## config.mk

```make
export PLATFORM = sky130hd
export DESIGN_NAME = wes_ctrl
export DESIGN_NICKNAME = d
export VERILOG_FILES = /design/src/hdl/wes_pkg.sv /design/src/hdl/wes_ctrl.sv
export SDC_FILE = /design/constraint.sdc
export NUM_CORES = 1
export LEC_CHECK = 0
export ABC_CLOCK_PERIOD_IN_PS = 1300
export BUFFER_PORTS_ARGS = -buffer_cell sky130_fd_sc_hd__buf_2
export CAP_MARGIN = 10
export CORE_AREA = 3 3 40 42
export CTS_CLUSTER_SIZE = 16
export DETAILED_ROUTE_END_ITERATION = 12
export DIE_AREA = 0 0 43 45
export HOLD_SLACK_MARGIN = 0.1
export PLACE_DENSITY = 0.46
export SKIP_LAST_GASP = 1
export SLEW_MARGIN = 20
export SYNTH_ARGS = -nofsm -noshare
export SYNTH_HDL_FRONTEND = slang
export SYNTH_SLANG_ARGS = --single-unit
```

## constraint.sdc

```tcl
create_clock -name clk -period 1.3 [get_ports clk]
set_clock_uncertainty 0.15 [all_clocks]
set_input_delay 0.065 -clock clk [delete_from_list [all_inputs] [get_ports clk]]
set_output_delay 0.065 -clock clk [all_outputs]
set_load 0.02 [all_outputs]
```

## src/hdl/wes_pkg.sv

```systemverilog
// Package: shared types, constants and arithmetic for the wave equation step unit.
package wes_pkg;

	localparam int unsigned Points = 1024;
	localparam int unsigned IdxW = 10;
	localparam int unsigned ValW = 24;
	localparam int unsigned CW = 17;
	localparam logic [CW-1:0] CourantReset = 17'd16384;
	localparam logic [IdxW-1:0] LastIdx = IdxW'(Points - 1);

	typedef enum logic [1:0] {
		MODE_LOAD  = 2'd0,
		MODE_START = 2'd1,
		MODE_STEP  = 2'd2,
		MODE_READ  = 2'd3
	} mode_t;

	typedef struct packed {
		logic [1:0]             mode;
		logic [IdxW-1:0]        point_index;
		logic signed [ValW-1:0] load_value;
	} in_item_t;

	typedef struct packed {
		logic [IdxW-1:0]        read_index;
		logic signed [ValW-1:0] displacement;
	} out_item_t;

	typedef enum logic [2:0] {
		ST_IDLE,
		ST_PRIME,
		ST_SWEEP,
		ST_READ,
		ST_OUT
	} state_t;

	// controller to datapath
	typedef struct packed {
		logic              load_wr;    // write one point into both fields
		logic              rd_issue;   // issue read of current field at index
		logic              sweep_clr;  // reset sweep counters
		logic              sweep_run;  // advance sweep one point
		logic              half;       // start step (C/2, previous field as source)
		logic              out_load;   // capture read data into output register
	} dp_cmd_t;

	typedef struct packed {
		logic sweep_done;  // last write of the sweep retires this cycle
	} dp_sts_t;

	function automatic logic signed [ValW-1:0] sat24(input logic signed [ValW+3:0] x);
		logic signed [ValW+3:0] hi;
		logic signed [ValW+3:0] lo;
		hi = (ValW+4)'(8388607);
		lo = -(ValW+4)'(8388608);
		if (x > hi) return ValW'(hi);
		if (x < lo) return ValW'(lo);
		return x[ValW-1:0];
	endfunction

endpackage

```

## src/hdl/wes_ctrl.sv

```systemverilog
// Controller: sequences load, read and sweep commands for the step unit.
module wes_ctrl import wes_pkg::*; (
	input  logic      clk,
	input  logic      arst_n,
	input  logic      in_valid,
	output logic      in_ready,
	input  logic [1:0] in_mode,
	input  logic      out_valid,
	input  logic      out_ready,
	input  dp_sts_t   sts,
	output dp_cmd_t   cmd
);
	state_t state_q, state_nxt;
	logic half_q;
	logic acc;

	assign acc = in_valid && in_ready;

	always_comb begin
		state_nxt = state_q;
		unique case (state_q)
			ST_IDLE: begin
				if (acc) begin
					unique case (mode_t'(in_mode))
						MODE_LOAD: state_nxt = ST_IDLE;
						MODE_START, MODE_STEP: state_nxt = ST_PRIME;
						MODE_READ: state_nxt = ST_READ;
						default: state_nxt = ST_IDLE;
					endcase
				end
			end
			ST_PRIME: state_nxt = ST_SWEEP;
			ST_SWEEP: if (sts.sweep_done) state_nxt = ST_IDLE;
			ST_READ: state_nxt = ST_OUT;
			ST_OUT: state_nxt = ST_IDLE;
			default: state_nxt = ST_IDLE;
		endcase
	end

	always_comb begin
		in_ready = (state_q == ST_IDLE) && !(out_valid && !out_ready);
		cmd = '0;
		cmd.half = half_q;
		unique case (state_q)
			ST_IDLE: begin
				cmd.load_wr = acc && (mode_t'(in_mode) == MODE_LOAD);
				cmd.rd_issue = acc && (mode_t'(in_mode) == MODE_READ);
				cmd.sweep_clr = 1'b1;
			end
			ST_PRIME, ST_SWEEP: cmd.sweep_run = 1'b1;
			ST_READ: cmd.out_load = 1'b1;
			ST_OUT: ;
			default: ;
		endcase
	end

	always_ff @(posedge clk or negedge arst_n) begin
		if (!arst_n) begin
			state_q <= ST_IDLE;
			half_q <= 1'b0;
		end else begin
			state_q <= state_nxt;
			if (acc) half_q <= (mode_t'(in_mode) == MODE_START);
		end
	end
endmodule

```

# After elaboration in Yosys (flattened, before gate mapping)
# Index checks and enable logic that the tools add are counted.
# totals
ff_bits	4
inputBits	8
out_inout_bits	7
word_cells	29
# op_classes
n_eq_ne	8
n_mux	7
reduce_logical	12
# op_table
operator	count
3-bit case mux with 4 select lines	1
3-bit two-way mux	3
3-bit case mux with 3 select lines	1
3-bit by 2-bit == test with 1-bit output, second input constant	2
1-bit logical AND	5
2-bit == test, second input constant	2
2-bit inequality test, second input constant	2
2-bit OR reduction	2
3-bit by 1-bit == test with 1-bit output, second input constant	1
3-bit zero test	1
2-bit by 1-bit == test with 1-bit output, second input constant	1
1-bit zero test	2
2-bit zero test	1
1-bit two-way mux	2
2-bit AND reduction	1

# Logic depth before layout (Yosys ltp)
# logic_depth
depth_word	7
ltp_mapped	3
depth_no_buf	3

# Worst setup path before layout
# Ideal clock, no wire load.
# synth_path
path_type	register -> output
from	register state_q[2]
to	output in_ready
arrival_ns	1.340
setup_slack_ns	-0.255
path_stages_with_launch	3
n_path_buf	0
path_cell_list	dfrtp_1 -> nor3_1 -> and2_1
# synth_via
elab_chain_cells	2
# synth_rtl
item	line_no	rtl
start, declared	wes_ctrl.sv:13	state_t state_q, state_nxt;
start signal, assigned	wes_ctrl.sv:62	state_q <= state_nxt;
3-bit zero test	wes_ctrl.sv:41	in_ready = (state_q == ST_IDLE) && !(out_valid && !out_ready);
1-bit logical AND	wes_ctrl.sv:41	
end, declared	wes_ctrl.sv:6	output logic in_ready,
# Every way passes these cells.

==> qor.yml <==
run_status:
  status: "complete, but fails checks"
  violations: "setup timing"
clock_network:
  clkTransAtPathRegs_ps: 40
  clock_path_buffers: 2
  clock-sinks: 4
  cts_tree: "yes"
  cts_inserted_buffers: 3
  cts_root_buf: "clkbuf_4"
  h-tree-depth: 1
  insertion_delay_ps: 230
power:
  ir_worst_vdd_mv: 1.13
  post-layout-total-power_mw: 1.11
  powerDensity_mw_per_mm2: 2080
  p_leak_nw: 0.258
global_routing:
  grt_util_met1: 0.0902
  grt_usage: 0.0911
  grt_max_degree: 7
  grtUsageMet3: 0.0279
  antenna_found_initial: 0
  grt-ovfl-total: 0
  gr-usage-met2: 0.150
  busiest_layer: "met2"
  grt_pass1_wl_um: 1220
  grt_pass1_vias: 291
sta:
  worst_pin_slew_ps: 201
  setup_viol: 7
  fin_setup_tns_ps: -620
  setup_slack_ps: -117
  finalCriticalPeriod_ps: 1420
  grt_setup_unrepaired: "yes"
  slew_violations: 0
  timing.final.crit_share: 1.09
  finalHoldViolCount: 0
  maxSlewHeadroom: 0.866
  fmaxAchievable_mhz: 706
drt:
  ant_nets: 0
  drt_wl_total_um: 779
  drt-pass1-iter-count: 2
  wl_per_cell_um: 11.1
  dr_total_vias: 287
  drtIter0Drc: 2
  vias_per_cell: 4.10
  drc: 0
synthesis:
  syn_area_per_cell_um2: 9.64
  synth_edf_count: 0
  netlist_top_cells_count: "4 x dfrtp_1, 4 x nor2_1"
  synth_cell_types: 17
  synth_area_um2: 260
  synth_compound_area_frac: 0.0625
  synth_top_area_cell: "dfrtp_1"
  synth-simple-area-share: 0.438
  synthAdderAreaFrac: 0
  synth_top_family_by_area: "simple AND/OR/NAND/NOR gates"
  ys_seq_elements: 4
  ys_seq_area_frac: 0.385
  synth-xor-area-share: 0
  syn_nets: 35
  synth_ff_type: "dfrtp_1"
  yosysWarnings: 0
  netlist_instances: 27
  synthArstFlopShare: 1.00
  ys_top_cells_by_area: "dfrtp_1 38%, nand4b_4 9.1%, buf_4 5.8%, mux2_4 5.8%, nor2_1 5.8%"
  synth.area.mux_share: 0.0577
  yosysTopAreaCellShare: 0.385
critical_path:
  crit_required_ps: 1090
  cp_max_fo: 4
  worst-setup-path-type: "reg -> out"
  crit_path_end_kind: "output port"
  start_kind: "register"
  cp.arrival_ps: 1200
cells_and_area:
  final_area_um2: 532
  seq_area_um2: 104
  multi_input_area_um2: 180
  fillers: 134
  drive_gt1_frac: 0.655
  area_growth_pct: 104
  nets: 65
  final_util: 0.414
  diodes: 0
floorplan:
  die_y_um: 45
  num_rows: 13
  initial_core_util: 0.203
  io_pins: 15
  coreArea_mm2: 0.00128
  die_width_um: 43
  die_area_mm2: 0.00194
job:
  max_cap_violations: 0
placed_design:
  dp_hpwl_um: 494
  pre_cts_slack_ps: -9.49
  io_buffers: 14
  placed_area_um2: 352
  gp_congestion: 0.621
hold_path:
  min_path_type: "in -> reg"
## layer usage
layer | wire length [µm] | vias up | part of all wire
met1 | 309 | 126 | 0.40
li1 | - | 146 | -
met4 | 16 | 0 | 0.021
met3 | 60 | 2 | 0.077
met2 | 392 | 13 | 0.50
met5 | 0 | - | 0
## layout by cell type (no fill, tap or decap)
cell type | Yosys | routed
dfrtp_1 | 4 | 1
or2_1 | 1 | 1
nand4b_4 | 1 | 1
buf_6 | 0 | 3
nor3_4 | 0 | 1
nor2_4 | 0 | 1
nor2b_1 | 1 | 1
a31oi_1 | 1 | 1
nor2_2 | 1 | 1
o21ai_1 | 1 | 1
clkbuf_4 | 0 | 3
buf_4 | 2 | 9
nand2b_1 | 2 | 1
buf_2 | 0 | 9
a21oi_2 | 0 | 1
nand4bb_1 | 1 | 1
and2_1 | 1 | 1
dlygate4sd3_1 | 0 | 6
mux2_4 | 1 | 1
nor2_1 | 4 | 3
nand2b_4 | 0 | 1
dfrtp_2 | 0 | 3
nor3_2 | 0 | 1
nand2_1 | 2 | 2
nand2b_2 | 1 | 1
## stage by stage
stage          cells  hold WS, ps
2_1_floorplan     27         -381
3_3_place_gp      55         -271
3_5_place_dp      55         -273
4_1_cts           66         34.1
5_1_grt           70          116
6_report          70          102
## registers in the layout, summed over array words and instances, names as in the netlist
name and count:
state_q 3, half_q 1
## final timing paths
path / from / end / slack, ps / cells after the start
max: state_q[2] / cmd[5] / -120 / 4
min: in_valid / state_q[0] / 100 / 4
max reg2reg: state_q[2] / half_q / -100 / 4
min reg2reg: half_q / half_q / 350 / 1
max in group asynchronous: arst_n / state_q[2] / 220 / 3
min in group asynchronous: arst_n / state_q[1] / 580 / 3
## kinds of logic after synthesis
| logic type | count (synthesis) |
|---|---|
| AO/OA/AOI/OAI | 3 |
| buffers and inverters | 2 |
| AND/OR/NAND/NOR | 17 |
| flip-flops | 4 |
| multiplexers | 1 |
## report_power, final
group,leakage [nW],switching [mW],internal [mW]
sequential,0.0487,0.0663,0.175
combinational,0.195,0.301,0.409
clock,0.0138,0.0507,0.103
total,0.258,0.418,0.687
## final cells by class
| type | count | area share |
|---|---|---|
| multi-input cells | 21 | 0.339 |
| flip-flops and latches | 4 | 0.195 |
| clock buffers | 3 | 0.0424 |
| well taps | 15 | 0.0353 |
| repair buffers | 27 | 0.388 |
## worst max-delay path: stages (launching register included)
cell and delay, ps:
dfrtp_2 440, nor2_4 140, nand4b_4 120, nor3_2 120, buf_4 160
## what timing repair did
| item | 4_1_cts | 5_1_grt |
|---|---|---|
| endpoints found under the hold margin | 7 | 1 |
| hold buffers | 5 | 1 |
| setup buffers | 3 | 3 |
| resized for setup | 11 | 5 |
| setup endpoints to repair | 6 | 7 |
| gates cloned | 0 | 0 |
| pin swaps | 3 | 1 |
No activity file was read; power rests on OpenSTA's default activity.
